===== src/sv/rtp_dpk_pkg.sv =====
// ----------------------------------------------------------------------------
// RTP H.264 depacketizer package
// Shared types, constants and helper functions for the depacketizer modules.
// ----------------------------------------------------------------------------
`default_nettype none

package rtp_dpk_pkg;

    // Fixed RTP header length and the byte positions that are interpreted.
    localparam int unsigned RTP_HEADER_BYTES = 12;
    localparam logic [15:0] HDR_LEN      = 16'(RTP_HEADER_BYTES);
    localparam logic [15:0] IDX_PT       = 16'd1;
    localparam logic [15:0] IDX_SEQ_HI   = 16'd2;
    localparam logic [15:0] IDX_SEQ_LO   = 16'd3;
    localparam logic [15:0] IDX_TS_FIRST = 16'd4;
    localparam logic [15:0] IDX_TS_LAST  = 16'd7;
    localparam logic [15:0] IDX_FU_HDR   = 16'(RTP_HEADER_BYTES + 1);

    // NAL unit types and masks.
    localparam logic [4:0] NAL_SINGLE_MAX = 5'd23;
    localparam logic [4:0] NAL_FU_A       = 5'd28;
    localparam logic [7:0] NRI_MASK       = 8'he0;
    localparam logic [7:0] TYPE_MASK      = 8'h1f;

    // Configuration register indexes and reset values.
    localparam logic CFG_IDX_PT       = 1'b0;
    localparam logic CFG_IDX_CAPACITY = 1'b1;
    localparam logic [6:0]  PT_RESET       = 7'd96;
    localparam logic [15:0] CAPACITY_RESET = 16'd1500;

    // Status codes.
    localparam logic [2:0] ST_OK        = 3'd0;
    localparam logic [2:0] ST_WRONG_PT  = 3'd1;
    localparam logic [2:0] ST_BAD_TYPE  = 3'd2;
    localparam logic [2:0] ST_TOO_SHORT = 3'd3;
    localparam logic [2:0] ST_OVER_CAP  = 3'd4;

    // Result kinds.
    localparam logic KIND_BYTE   = 1'b0;
    localparam logic KIND_STATUS = 1'b1;

    // Emitter steps: four start code bytes, the data byte, then the status.
    localparam logic [2:0] STEP_SC_FIRST = 3'd0;
    localparam logic [2:0] STEP_BYTE     = 3'd4;
    localparam logic [2:0] STEP_STATUS   = 3'd5;

    // Packet handling mode.
    typedef enum logic [1:0] {
        MODE_HEADER = 2'd0,
        MODE_SINGLE = 2'd1,
        MODE_FUA    = 2'd2,
        MODE_DROP   = 2'd3
    } pkt_mode_t;

    // One input transfer.
    typedef struct packed {
        logic [7:0]  byte_value;
        logic        first_byte;
        logic [15:0] packet_length;
    } rtp_in_t;

    // One result transfer.
    typedef struct packed {
        logic        result_kind;
        logic [7:0]  out_byte;
        logic [2:0]  status_code;
        logic        nal_start;
        logic        nal_end;
        logic [4:0]  nal_frame_type;
        logic [6:0]  payload_type_seen;
        logic [15:0] sequence_number;
        logic [31:0] time_stamp;
        logic [31:0] sync_source;
        logic [15:0] output_length;
        logic        last_of_packet;
    } rtp_out_t;

    // Work handed from the parser to the emitter for one accepted byte.
    typedef struct packed {
        logic       has_job;
        logic [2:0] first_step;
        logic [2:0] last_step;
        logic [7:0] data_byte;
    } job_req_t;

    // Packet status as held by the parser registers.
    typedef struct packed {
        logic [2:0]  code;
        logic        start_flag;
        logic        end_flag;
        logic [4:0]  frame_type;
        logic [6:0]  pt;
        logic [15:0] seq;
        logic [31:0] ts;
        logic [31:0] ssrc;
        logic [15:0] count;
    } status_info_t;

    // Annex-B start code 00 00 00 01.
    function automatic logic [7:0] start_code_byte(input logic [1:0] idx);
        return (idx == 2'd3) ? 8'h01 : 8'h00;
    endfunction

endpackage

`default_nettype wire


===== src/sv/rtp_dpk_parser.sv =====
// ----------------------------------------------------------------------------
// RTP depacketizer parser
// Holds the packet state, decodes each accepted byte and tells the emitter
// which results that byte causes.
// ----------------------------------------------------------------------------
`default_nettype none

module rtp_dpk_parser
    import rtp_dpk_pkg::*;
(
    input  wire logic         clk,
    input  wire logic         rst_n,
    input  wire logic         in_fire,
    input  rtp_in_t           in_data,
    input  wire logic [6:0]   video_payload_type,
    input  wire logic [15:0]  output_capacity,
    output job_req_t          job_req,
    output status_info_t      status_info
);

    // State registers.
    logic [15:0] byte_index_reg, byte_index_next;
    logic [15:0] length_reg, length_next;
    pkt_mode_t   mode_reg, mode_next;
    logic [2:0]  pending_reg, pending_next;
    logic [6:0]  pt_reg, pt_next;
    logic [15:0] seq_reg, seq_next;
    logic [31:0] ts_reg, ts_next;
    logic [31:0] ssrc_reg, ssrc_next;
    logic [7:0]  fu_ind_reg, fu_ind_next;
    logic        start_reg, start_next;
    logic        end_reg, end_next;
    logic [4:0]  ftype_reg, ftype_next;
    logic [15:0] count_reg, count_next;

    // Decode results shared by the next-state and output blocks.
    logic        first;
    logic        active;
    logic [15:0] len_cur;
    logic [15:0] idx_cur;
    pkt_mode_t   mode_cur;
    logic [15:0] payload;
    logic [4:0]  nal_type;
    logic        emit_sc;
    logic        emit_byte;
    logic [7:0]  byte_out;
    logic        rej;
    logic [2:0]  rej_code;
    pkt_mode_t   mode_set;
    logic        set_flags;
    logic        flag_s;
    logic        flag_e;
    logic        set_ftype;
    logic [4:0]  ftype_val;
    logic        capture_fu;
    logic [15:0] idx_inc;
    logic        ends;
    logic [16:0] need_single;
    logic [16:0] need_fu;

    // Byte decode: effective packet state after a possible new-packet reset.
    always_comb
    begin
        first     = in_data.first_byte;
        len_cur   = first ? ((in_data.packet_length == 16'd0) ? 16'd1 : in_data.packet_length)
                          : length_reg;
        idx_cur   = first ? 16'd0 : byte_index_reg;
        mode_cur  = first ? MODE_HEADER : mode_reg;
        active    = first || (byte_index_reg < length_reg);
        payload   = (len_cur > HDR_LEN) ? (len_cur - HDR_LEN) : 16'd0;
        nal_type  = in_data.byte_value[4:0];
        need_single = {1'b0, payload} + 17'd4;
        need_fu     = {1'b0, payload} - 17'd2
                      + (in_data.byte_value[7] ? 17'd5 : 17'd0);

        emit_sc    = 1'b0;
        emit_byte  = 1'b0;
        byte_out   = in_data.byte_value;
        rej        = 1'b0;
        rej_code   = ST_OK;
        mode_set   = mode_cur;
        set_flags  = 1'b0;
        flag_s     = 1'b0;
        flag_e     = 1'b0;
        set_ftype  = 1'b0;
        ftype_val  = nal_type;
        capture_fu = 1'b0;

        if (idx_cur < HDR_LEN)
        begin
            // Payload type check on header byte 1.
            if ((idx_cur == IDX_PT) && (in_data.byte_value[6:0] != video_payload_type)
                && (mode_cur == MODE_HEADER))
            begin
                rej      = 1'b1;
                rej_code = ST_WRONG_PT;
            end
        end
        else
        begin
            unique case (mode_cur)
                MODE_HEADER:
                begin
                    if (nal_type <= NAL_SINGLE_MAX)
                    begin
                        if (need_single > {1'b0, output_capacity})
                        begin
                            rej      = 1'b1;
                            rej_code = ST_OVER_CAP;
                        end
                        else
                        begin
                            emit_sc   = 1'b1;
                            emit_byte = 1'b1;
                            set_flags = 1'b1;
                            flag_s    = 1'b1;
                            flag_e    = 1'b1;
                            set_ftype = 1'b1;
                            mode_set  = MODE_SINGLE;
                        end
                    end
                    else if (nal_type == NAL_FU_A)
                    begin
                        if (payload < 16'd3)
                        begin
                            rej      = 1'b1;
                            rej_code = ST_TOO_SHORT;
                        end
                        else
                        begin
                            capture_fu = 1'b1;
                            mode_set   = MODE_FUA;
                        end
                    end
                    else
                    begin
                        rej      = 1'b1;
                        rej_code = ST_BAD_TYPE;
                    end
                end
                MODE_SINGLE:
                begin
                    emit_byte = 1'b1;
                end
                MODE_FUA:
                begin
                    if (idx_cur == IDX_FU_HDR)
                    begin
                        if (need_fu > {1'b0, output_capacity})
                        begin
                            rej      = 1'b1;
                            rej_code = ST_OVER_CAP;
                        end
                        else
                        begin
                            // A start fragment gets a start code and the rebuilt header.
                            if (in_data.byte_value[7])
                            begin
                                emit_sc   = 1'b1;
                                emit_byte = 1'b1;
                                byte_out  = (fu_ind_reg & NRI_MASK)
                                            | (in_data.byte_value & TYPE_MASK);
                                set_ftype = 1'b1;
                            end
                            set_flags = 1'b1;
                            flag_s    = in_data.byte_value[7];
                            flag_e    = in_data.byte_value[6];
                        end
                    end
                    else
                    begin
                        emit_byte = 1'b1;
                    end
                end
                MODE_DROP:
                begin
                end
                default:
                begin
                end
            endcase
        end

        if (rej)
        begin
            mode_set = MODE_DROP;
        end

        // End of packet; a packet still waiting for its NAL type is too short.
        idx_inc = idx_cur + 16'd1;
        ends    = (idx_inc >= len_cur);
        if (ends && (mode_set == MODE_HEADER))
        begin
            rej      = 1'b1;
            rej_code = ST_TOO_SHORT;
            mode_set = MODE_DROP;
        end
    end

    // Next state of the packet registers.
    always_comb
    begin
        byte_index_next = byte_index_reg;
        length_next     = length_reg;
        mode_next       = mode_reg;
        pending_next    = pending_reg;
        pt_next         = pt_reg;
        seq_next        = seq_reg;
        ts_next         = ts_reg;
        ssrc_next       = ssrc_reg;
        fu_ind_next     = fu_ind_reg;
        start_next      = start_reg;
        end_next        = end_reg;
        ftype_next      = ftype_reg;
        count_next      = count_reg;

        if (in_fire && active)
        begin
            length_next  = len_cur;
            pt_next      = first ? 7'd0 : pt_reg;
            seq_next     = first ? 16'd0 : seq_reg;
            ts_next      = first ? 32'd0 : ts_reg;
            ssrc_next    = first ? 32'd0 : ssrc_reg;
            fu_ind_next  = first ? 8'd0 : fu_ind_reg;
            start_next   = first ? 1'b0 : start_reg;
            end_next     = first ? 1'b0 : end_reg;
            pending_next = first ? ST_OK : pending_reg;
            count_next   = first ? 16'd0 : count_reg;

            // Header field capture, most significant byte first.
            if (idx_cur == IDX_PT)
            begin
                pt_next = in_data.byte_value[6:0];
            end
            else if ((idx_cur == IDX_SEQ_HI) || (idx_cur == IDX_SEQ_LO))
            begin
                seq_next = {seq_next[7:0], in_data.byte_value};
            end
            else if ((idx_cur >= IDX_TS_FIRST) && (idx_cur <= IDX_TS_LAST))
            begin
                ts_next = {ts_next[23:0], in_data.byte_value};
            end
            else if ((idx_cur > IDX_TS_LAST) && (idx_cur < HDR_LEN))
            begin
                ssrc_next = {ssrc_next[23:0], in_data.byte_value};
            end

            if (capture_fu)
            begin
                fu_ind_next = in_data.byte_value;
            end
            if (set_ftype)
            begin
                ftype_next = ftype_val;
            end
            if (set_flags)
            begin
                start_next = flag_s;
                end_next   = flag_e;
            end
            if (rej)
            begin
                pending_next = rej_code;
                start_next   = 1'b0;
                end_next     = 1'b0;
            end

            count_next = count_next + (emit_sc ? 16'd5 : (emit_byte ? 16'd1 : 16'd0));
            mode_next  = mode_set;
            byte_index_next = ends ? len_cur : idx_inc;
        end
    end

    // Work for the emitter: a contiguous run of steps ending at the byte or the status.
    always_comb
    begin
        job_req.has_job    = in_fire && active && (emit_byte || ends);
        job_req.first_step = emit_sc ? STEP_SC_FIRST : (emit_byte ? STEP_BYTE : STEP_STATUS);
        job_req.last_step  = ends ? STEP_STATUS : STEP_BYTE;
        job_req.data_byte  = byte_out;
    end

    // Status as held after the last byte of a packet.
    assign status_info = '{code:       pending_reg,
                           start_flag: start_reg,
                           end_flag:   end_reg,
                           frame_type: ftype_reg,
                           pt:         pt_reg,
                           seq:        seq_reg,
                           ts:         ts_reg,
                           ssrc:       ssrc_reg,
                           count:      count_reg};

    // Packet state registers.
    always_ff @(posedge clk or negedge rst_n)
    begin
        if (!rst_n)
        begin
            byte_index_reg <= '0;
            length_reg     <= '0;
            mode_reg       <= MODE_HEADER;
            pending_reg    <= ST_OK;
            pt_reg         <= '0;
            seq_reg        <= '0;
            ts_reg         <= '0;
            ssrc_reg       <= '0;
            fu_ind_reg     <= '0;
            start_reg      <= 1'b0;
            end_reg        <= 1'b0;
            ftype_reg      <= '0;
            count_reg      <= '0;
        end
        else
        begin
            byte_index_reg <= byte_index_next;
            length_reg     <= length_next;
            mode_reg       <= mode_next;
            pending_reg    <= pending_next;
            pt_reg         <= pt_next;
            seq_reg        <= seq_next;
            ts_reg         <= ts_next;
            ssrc_reg       <= ssrc_next;
            fu_ind_reg     <= fu_ind_next;
            start_reg      <= start_next;
            end_reg        <= end_next;
            ftype_reg      <= ftype_next;
            count_reg      <= count_next;
        end
    end

endmodule

`default_nettype wire


===== src/sv/rtp_dpk_emitter.sv =====
// ----------------------------------------------------------------------------
// RTP depacketizer emitter
// Holds the pending results of one accepted byte and presents them one per
// cycle while out_ready is high: start code, data byte, closing status.
// ----------------------------------------------------------------------------
`default_nettype none

module rtp_dpk_emitter
    import rtp_dpk_pkg::*;
(
    input  wire logic    clk,
    input  wire logic    rst_n,
    input  job_req_t     job_req,
    input  status_info_t status_info,
    output logic         in_ready,
    output logic         out_valid,
    input  wire logic    out_ready,
    output rtp_out_t     out_data
);

    logic       job_valid_reg, job_valid_next;
    logic [2:0] step_reg, step_next;
    logic [2:0] last_reg, last_next;
    logic [7:0] byte_reg, byte_next;
    logic       out_fire;
    logic       on_last;
    logic       status_ok;

    assign out_fire = out_valid && out_ready;
    assign on_last  = (step_reg == last_reg);

    // A new byte is taken while the final result of the current one transfers.
    assign in_ready  = !job_valid_reg || (out_ready && on_last);
    assign out_valid = job_valid_reg;

    // Step sequencing.
    always_comb
    begin
        job_valid_next = job_valid_reg;
        step_next      = step_reg;
        last_next      = last_reg;
        byte_next      = byte_reg;
        if (job_req.has_job)
        begin
            job_valid_next = 1'b1;
            step_next      = job_req.first_step;
            last_next      = job_req.last_step;
            byte_next      = job_req.data_byte;
        end
        else if (out_fire)
        begin
            if (on_last)
            begin
                job_valid_next = 1'b0;
            end
            else
            begin
                step_next = step_reg + 3'd1;
            end
        end
    end

    // Result assembly for the current step.
    always_comb
    begin
        status_ok = (status_info.code == ST_OK);
        out_data  = '0;
        if (step_reg == STEP_STATUS)
        begin
            out_data.result_kind       = KIND_STATUS;
            out_data.status_code       = status_info.code;
            out_data.nal_start         = status_ok && status_info.start_flag;
            out_data.nal_end           = status_ok && status_info.end_flag;
            out_data.nal_frame_type    = status_info.frame_type;
            out_data.payload_type_seen = status_info.pt;
            out_data.sequence_number   = status_info.seq;
            out_data.time_stamp        = status_info.ts;
            out_data.sync_source       = status_info.ssrc;
            out_data.output_length     = status_ok ? status_info.count : 16'd0;
            out_data.last_of_packet    = 1'b1;
        end
        else if (step_reg == STEP_BYTE)
        begin
            out_data.result_kind = KIND_BYTE;
            out_data.out_byte    = byte_reg;
        end
        else
        begin
            out_data.result_kind = KIND_BYTE;
            out_data.out_byte    = start_code_byte(step_reg[1:0]);
        end
    end

    always_ff @(posedge clk or negedge rst_n)
    begin
        if (!rst_n)
        begin
            job_valid_reg <= 1'b0;
            step_reg      <= STEP_SC_FIRST;
            last_reg      <= STEP_STATUS;
        end
        else
        begin
            job_valid_reg <= job_valid_next;
            step_reg      <= step_next;
            last_reg      <= last_next;
        end
    end

    // Data byte of the current job.
    always_ff @(posedge clk)
    begin
        byte_reg <= byte_next;
    end

endmodule

`default_nettype wire


===== src/sv/rtp_h264_depacketizer.sv =====
// ----------------------------------------------------------------------------
// RTP H.264 depacketizer
// Turns RTP packets carrying single NAL units or FU-A fragments into an
// Annex-B byte stream with one status result closing each packet.
// ----------------------------------------------------------------------------
//  channel  | direction | handshake                  | payload
//  ---------+-----------+----------------------------+-------------------
//  in       | input     | in_valid / in_ready        | in_data (rtp_in_t)
//  out      | output    | out_valid / out_ready      | out_data (rtp_out_t)
//  cfg      | input     | cfg_write_en, no wait      | cfg_index, cfg_data
//
//  Each accepted byte is decoded in the cycle of its transfer and yields up to
//  six results, presented one per cycle while out_ready is high from the
//  emitter's step register. A byte with several results holds off input until
//  the last of them transfers. The next byte is taken in the cycle its
//  predecessor's final result transfers. Reset clears all packet state and
//  loads payload type 96 and capacity 1500. A stalled output holds its result
//  and blocks input until it transfers.
// ----------------------------------------------------------------------------
`default_nettype none

module rtp_h264_depacketizer
    import rtp_dpk_pkg::*;
(
    input  wire logic        clk,
    input  wire logic        rst_n,
    input  wire logic        in_valid,
    output logic             in_ready,
    input  rtp_in_t          in_data,
    output logic             out_valid,
    input  wire logic        out_ready,
    output rtp_out_t         out_data,
    input  wire logic        cfg_write_en,
    input  wire logic        cfg_index,
    input  wire logic [15:0] cfg_data
);

    logic [6:0]   pt_cfg_reg;
    logic [15:0]  cap_cfg_reg;
    logic         in_fire;
    job_req_t     job_req;
    status_info_t status_info;

    assign in_fire = in_valid && in_ready;

    // Configuration registers.
    always_ff @(posedge clk or negedge rst_n)
    begin
        if (!rst_n)
        begin
            pt_cfg_reg  <= PT_RESET;
            cap_cfg_reg <= CAPACITY_RESET;
        end
        else if (cfg_write_en)
        begin
            unique case (cfg_index)
                CFG_IDX_PT:       pt_cfg_reg  <= cfg_data[6:0];
                CFG_IDX_CAPACITY: cap_cfg_reg <= cfg_data;
                default:          ;
            endcase
        end
    end

    rtp_dpk_parser u_parser (
        .clk                (clk),
        .rst_n              (rst_n),
        .in_fire            (in_fire),
        .in_data            (in_data),
        .video_payload_type (pt_cfg_reg),
        .output_capacity    (cap_cfg_reg),
        .job_req            (job_req),
        .status_info        (status_info)
    );

    rtp_dpk_emitter u_emitter (
        .clk         (clk),
        .rst_n       (rst_n),
        .job_req     (job_req),
        .status_info (status_info),
        .in_ready    (in_ready),
        .out_valid   (out_valid),
        .out_ready   (out_ready),
        .out_data    (out_data)
    );

    // With nothing pending the block always takes input.
    assert property (@(posedge clk) disable iff (!rst_n)
        !out_valid |-> in_ready)
        else $error("input refused with no result pending");

    // A result waiting on a stalled output blocks new input.
    assert property (@(posedge clk) disable iff (!rst_n)
        (out_valid && !out_ready) |-> !in_ready)
        else $error("input taken while a result is stalled");

    // A status result closes the packet and carries no stream byte.
    assert property (@(posedge clk) disable iff (!rst_n)
        (out_valid && out_data.result_kind) |-> (out_data.last_of_packet
                                                 && (out_data.out_byte == 8'd0)))
        else $error("malformed status result");

    // A rejected packet reports no emitted bytes and no NAL flags.
    assert property (@(posedge clk) disable iff (!rst_n)
        (out_valid && out_data.result_kind && (out_data.status_code != ST_OK))
        |-> ((out_data.output_length == 16'd0) && !out_data.nal_start
             && !out_data.nal_end))
        else $error("rejected packet reports output");

endmodule

`default_nettype wire

===== config.mk =====
export PLATFORM = sky130hd
export DESIGN_NAME = rtp_h264_depacketizer
export DESIGN_NICKNAME = d
export VERILOG_FILES = /design/src/sv/rtp_dpk_pkg.sv /design/src/sv/rtp_dpk_parser.sv /design/src/sv/rtp_dpk_emitter.sv /design/src/sv/rtp_h264_depacketizer.sv
export SDC_FILE = /design/constraint.sdc
export NUM_CORES = 1
export LEC_CHECK = 0
export BUFFER_PORTS_ARGS = -buffer_cell sky130_fd_sc_hd__buf_4
export CORE_ASPECT_RATIO = 1.1
export CORE_MARGIN = 3
export CORE_UTILIZATION = 30
export DETAILED_ROUTE_END_ITERATION = 6
export RECOVER_POWER = 50
export SYNTH_ARGS = -nofsm -noshare
export SYNTH_HDL_FRONTEND = slang
export SYNTH_SLANG_ARGS = --single-unit

===== constraint.sdc =====
create_clock -name clk -period 9.9 [get_ports clk]
set_clock_uncertainty 0.05 [all_clocks]
set_input_delay 0.495 -clock clk [delete_from_list [all_inputs] [get_ports clk]]
set_output_delay 0.495 -clock clk [all_outputs]
set_load 0.01 [all_outputs]

==> metrics.md <==
| Metric | Value |
|---|---|
| Postcts setup bufs | `0` |
| Flip-flop and latch count after synthesis | `186` |
| Data required time of the critical path | `10.15 ns` |
| Share of Yosys cell area claimed by the top area cell type | `31.92%` |
| Top-count cell post-synth | `sky130_fd_sc_hd__dfrtp_1` |
| Total GRT Usage | `17.67%` |
| Maximum clock frequency | `111.3 MHz` |
| Final-layout setup total negative slack | `0 ns` |
| Die outline height | `225.7 um` |
| Minimum period implied by the final worst setup slack | `8.987 ns` |
| Number of rows in the core area | `79` |
| Reg clk slew, reported paths | `0.08 ns` |
| Highest ir drop seen on vdd | `0.1465 mV` |
| Global-route wire length before repair | `65210 um` |
| Crit-path slowest cell | `sky130_fd_sc_hd__a31oi_1` |
| Ports placed on the boundary | `172` |
| Critical Path Max Stage Delay | `0.65 ns` |
| Pre-Repair DR Iteration Count | `5` |
| Hold buffer count at cts | `0` |
| Warning count from the yosys run | `0` |
| R2R cell count | `32` |
| Largest net degree at the start of global routing | `103` |
| Total length of routed wires | `41830 um` |
| FFs w/ async S/R, synth | `95.70%` |
| Count of final max-slew check failures | `385` |
| Cts repair resizes | `0` |
| CP Capture Type | `register` |
| Run status | `complete, but fails checks` |
| Number of instances in the placed design | `2168` |
| Final number of hold-violating endpoints | `0` |
| Number of H-tree levels | `4` |
| Antenna diode instance count | `0` |
| Final standard cell utilization of the core | `35.81%` |
| FF-to-FF Start | `u_parser.length_reg[2]$_DFFE_PN0P_` |
| Critical Path Start Type | `register` |
| Input/output buffers | `171` |
| Die outline area | `46450 um^2` |
| Wire per inst | `19.01 um` |
| Worst Max-Slew Pin Slew | `4.702 ns` |
| Layout cell share with drive strength beyond 1 | `14.51%` |
| Worst R2R Setup Slack | `0.91 ns` |
| Area growth syn-to-layout | `16.38%` |
| Cell type with the highest aggregate area in the netlist | `sky130_fd_sc_hd__dfrtp_1` |
| Number of setup violations in the final report | `0` |
| Post-layout nets | `1774` |
| Arrival time reported for the critical path endpoint | `9.24 ns` |
| CP Max Fanout | `12` |
| Maximum buffer depth of the clock tree | `2` |
| Post-detailed-route via-to-cell ratio | `5.379` |
| Violations in the final reports | `max-capacitance violations, max-slew violations` |
| Unrepaired setup endpoints after global routing | `no` |
| Ranking of synthesized cells by instance count | `sky130_fd_sc_hd__dfrtp_1 (168), sky130_fd_sc_hd__nand2_1 (159), sky130_fd_sc_hd__o21ai_0 (120)` |
| Number of synthesized flops with an enable pin | `8` |
| Synthesized net count | `1659` |
| Syn Inst Count | `1505` |
| Number of vias in the routed layout | `11830` |
| Post-route insts no fill | `2200` |
| Headroom to the max-slew limit | `-213.5%` |
| Synthesized area per cell | `8.750 um^2` |
| Cell Pwr Density | `233.3 nW/um^2` |
| FF-to-FF End | `u_parser.count_reg[15]$_DFFE_PN0P_` |
| Worst Path Class, Setup | `reg2reg` |
| Number of maximum-capacitance violations | `5` |
| Register area share after synthesis | `35.74%` |
| Post-synthesis instance area | `13170 um^2` |
| Sink of the worst hold path | `cap_cfg_reg[9]$_DFFE_PN0P_` |
| Die Width | `205.8 um` |
| Clk_lat worst skew | `0.47 ns` |
| Number of distinct library cells after synthesis | `83` |
| Hold depth | `2` |
| Antenna violations before repair | `0` |
| Via count of the first global-routing pass | `11370` |
| Number of nets with antenna violations after detailed routing | `0` |
| Dominant register cell in the synthesized netlist | `sky130_fd_sc_hd__dfrtp_1` |
| Post-route total power | `0.003575 W` |
| Iteration-0 DRC count of the detailed router | `878` |
| # DRC | `0` |
| Final weighted congestion of routability-driven global placement | `0.9062` |
| Biggest area contributors in the synthesized netlist | `sky130_fd_sc_hd__dfrtp_1 (32%), sky130_fd_sc_hd__ha_1 (10%), sky130_fd_sc_hd__and3_1 (5.0%), sky130_fd_sc_hd__o21ai_0 (4.6%), sky130_fd_sc_hd__nand2_1 (4.5%)` |
| Sum of net half-perimeters after detailed placement | `30420 um` |
| Total clock buffers created by CTS | `17` |
| Path class of the lowest-slack min-delay path | `in2reg` |
| GR Overflow Total | `0` |
| Initial cell density of the core | `30.77%` |
| TritonCTS Sinks | `186` |
| Static leakage | `7.258 nW` |
| CORE AREA | `42800 um^2` |
| Share of the cycle needed by the critical path after routing | `90.78%` |
| Dominant cell type by count on the critical path | `sky130_fd_sc_hd__ha_1` |
| Clk Tree Root Cell | `sky130_fd_sc_hd__clkbuf_16` |
| Hold wc startpoint | `cfg_data[9]` |
| Clock tree from TritonCTS | `done` |
[worst max-delay path by stage]
stage / to / start / depth (start not counted)
2_1_floorplan: u_parser.count_reg[5]$_DFFE_PN0P_ / in_data[16] / 40
3_3_place_gp: u_parser.count_reg[7]$_DFFE_PN0P_ / in_data[16] / 32
3_5_place_dp: u_parser.count_reg[15]$_DFFE_PN0P_ / in_data[16] / 32
4_1_cts: u_parser.count_reg[15]$_DFFE_PN0P_ / u_parser.length_reg[2]$_DFFE_PN0P_ / 32
5_1_grt: u_parser.count_reg[15]$_DFFE_PN0P_ / u_parser.length_reg[2]$_DFFE_PN0P_ / 32
6_report: u_parser.count_reg[15]$_DFFE_PN0P_ / u_parser.length_reg[2]$_DFFE_PN0P_ / 32
[layout by cell type, fill, tap and decap left out, types with 5 or more instances in the layout]
cell                        count
sky130_fd_sc_hd__nand3_1       46
sky130_fd_sc_hd__a22oi_1       57
sky130_fd_sc_hd__edfxtp_1       8
sky130_fd_sc_hd__a211oi_1      10
sky130_fd_sc_hd__nor2b_1       15
sky130_fd_sc_hd__dfrtp_1      167
sky130_fd_sc_hd__ha_1         106
sky130_fd_sc_hd__dfstp_2       10
sky130_fd_sc_hd__xnor2_1       35
sky130_fd_sc_hd__o21ai_1        8
sky130_fd_sc_hd__inv_1         81
sky130_fd_sc_hd__and3_1       106
sky130_fd_sc_hd__a21o_1        19
sky130_fd_sc_hd__or3_1         14
sky130_fd_sc_hd__o31ai_1        7
sky130_fd_sc_hd__nand2_1      159
sky130_fd_sc_hd__a22o_1        26
sky130_fd_sc_hd__nor3_1        18
sky130_fd_sc_hd__o21ai_0      120
sky130_fd_sc_hd__a21oi_1       53
sky130_fd_sc_hd__a31oi_1        9
sky130_fd_sc_hd__o211ai_1       6
sky130_fd_sc_hd__nand4_1       16
sky130_fd_sc_hd__xor2_1        23
sky130_fd_sc_hd__o21a_1         8
sky130_fd_sc_hd__and2_1        30
sky130_fd_sc_hd__nor4_1        15
sky130_fd_sc_hd__mux2_2        30
sky130_fd_sc_hd__clkbuf_1      51
sky130_fd_sc_hd__clkbuf_16     18
sky130_fd_sc_hd__o22ai_1        5
sky130_fd_sc_hd__nand2b_1       9
sky130_fd_sc_hd__mux2i_1       15
sky130_fd_sc_hd__buf_4        136
sky130_fd_sc_hd__or2_2          9
sky130_fd_sc_hd__nor2_1        82
[power by group]
part	switching, W	internal [W]	leakage [nW]
registers	0.000177	0.000946	2.41
logic	0.00107	0.000670	4.57
clock network	0.000329	0.000378	0.282
total	0.00158	0.00199	7.26
[metal layers]
layer	part of all wire, %	GRT usage, %	wire (um)
met1	46	24.31	19450
met2	47	28.94	19560
met3	5.5	3.042	2304
met4	1.2	4.322	520
met5	0	0	0
[per-stage QoR]
stage | instance area [um^2] | worst slack, ns | hold slack [ns]
after floorplan | 13170 | 1.073 | 0.1494
after global placement | 14930 | 0.9495 | 0.4262
after detailed placement | 14930 | 0.5744 | 0.4328
after CTS | 15520 | 0.9540 | 0.08028
after global routing | 15330 | 0.1527 | 0.2088
final | 15330 | 0.9127 | 0.2230
[cells by family (layout without fill, tap and decap cells)]
| logic type | Yosys count | after routing | synth area share (%) |
|---|---|---|---|
| muxes | 49 | 49 | 4.209 |
| and+or+nand+nor | 553 | 553 | 21.82 |
| xor gates and xnor gates | 58 | 58 | 3.857 |
| buffers and inverters | 172 | 300 | 5.150 |
| AOI/OAI and AO/OA | 379 | 379 | 18.92 |
| adders and majority gates | 108 | 108 | 10.30 |
| DFF | 186 | 186 | 35.74 |
[layout make-up]
class / count / area (um^2)
Multi-Input combinational cell: 1147 / 7804
Clock inverter: 11 / 106.4
Timing Repair Buffer: 186 / 1209
Sequential cell: 186 / 4708
Tap cell: 567 / 709.4
Clock buffer: 21 / 481.7
Inverter: 82 / 307.8
Fill cell: 4430 / 27470
[worst max-delay path: cells and delay by family, from the launching register on]
kind                     cells  cell delay (ns)
AO/OA/AOI/OAI               11             3.31
AND/OR/NAND/NOR             10             2.57
adder cells (fa/ha/maj)      5             1.74
buffers and inverters        4             0.44
flip-flops                   1             0.37
XOR/XNOR                     2             0.32
(Power assumes the default switching activity.)
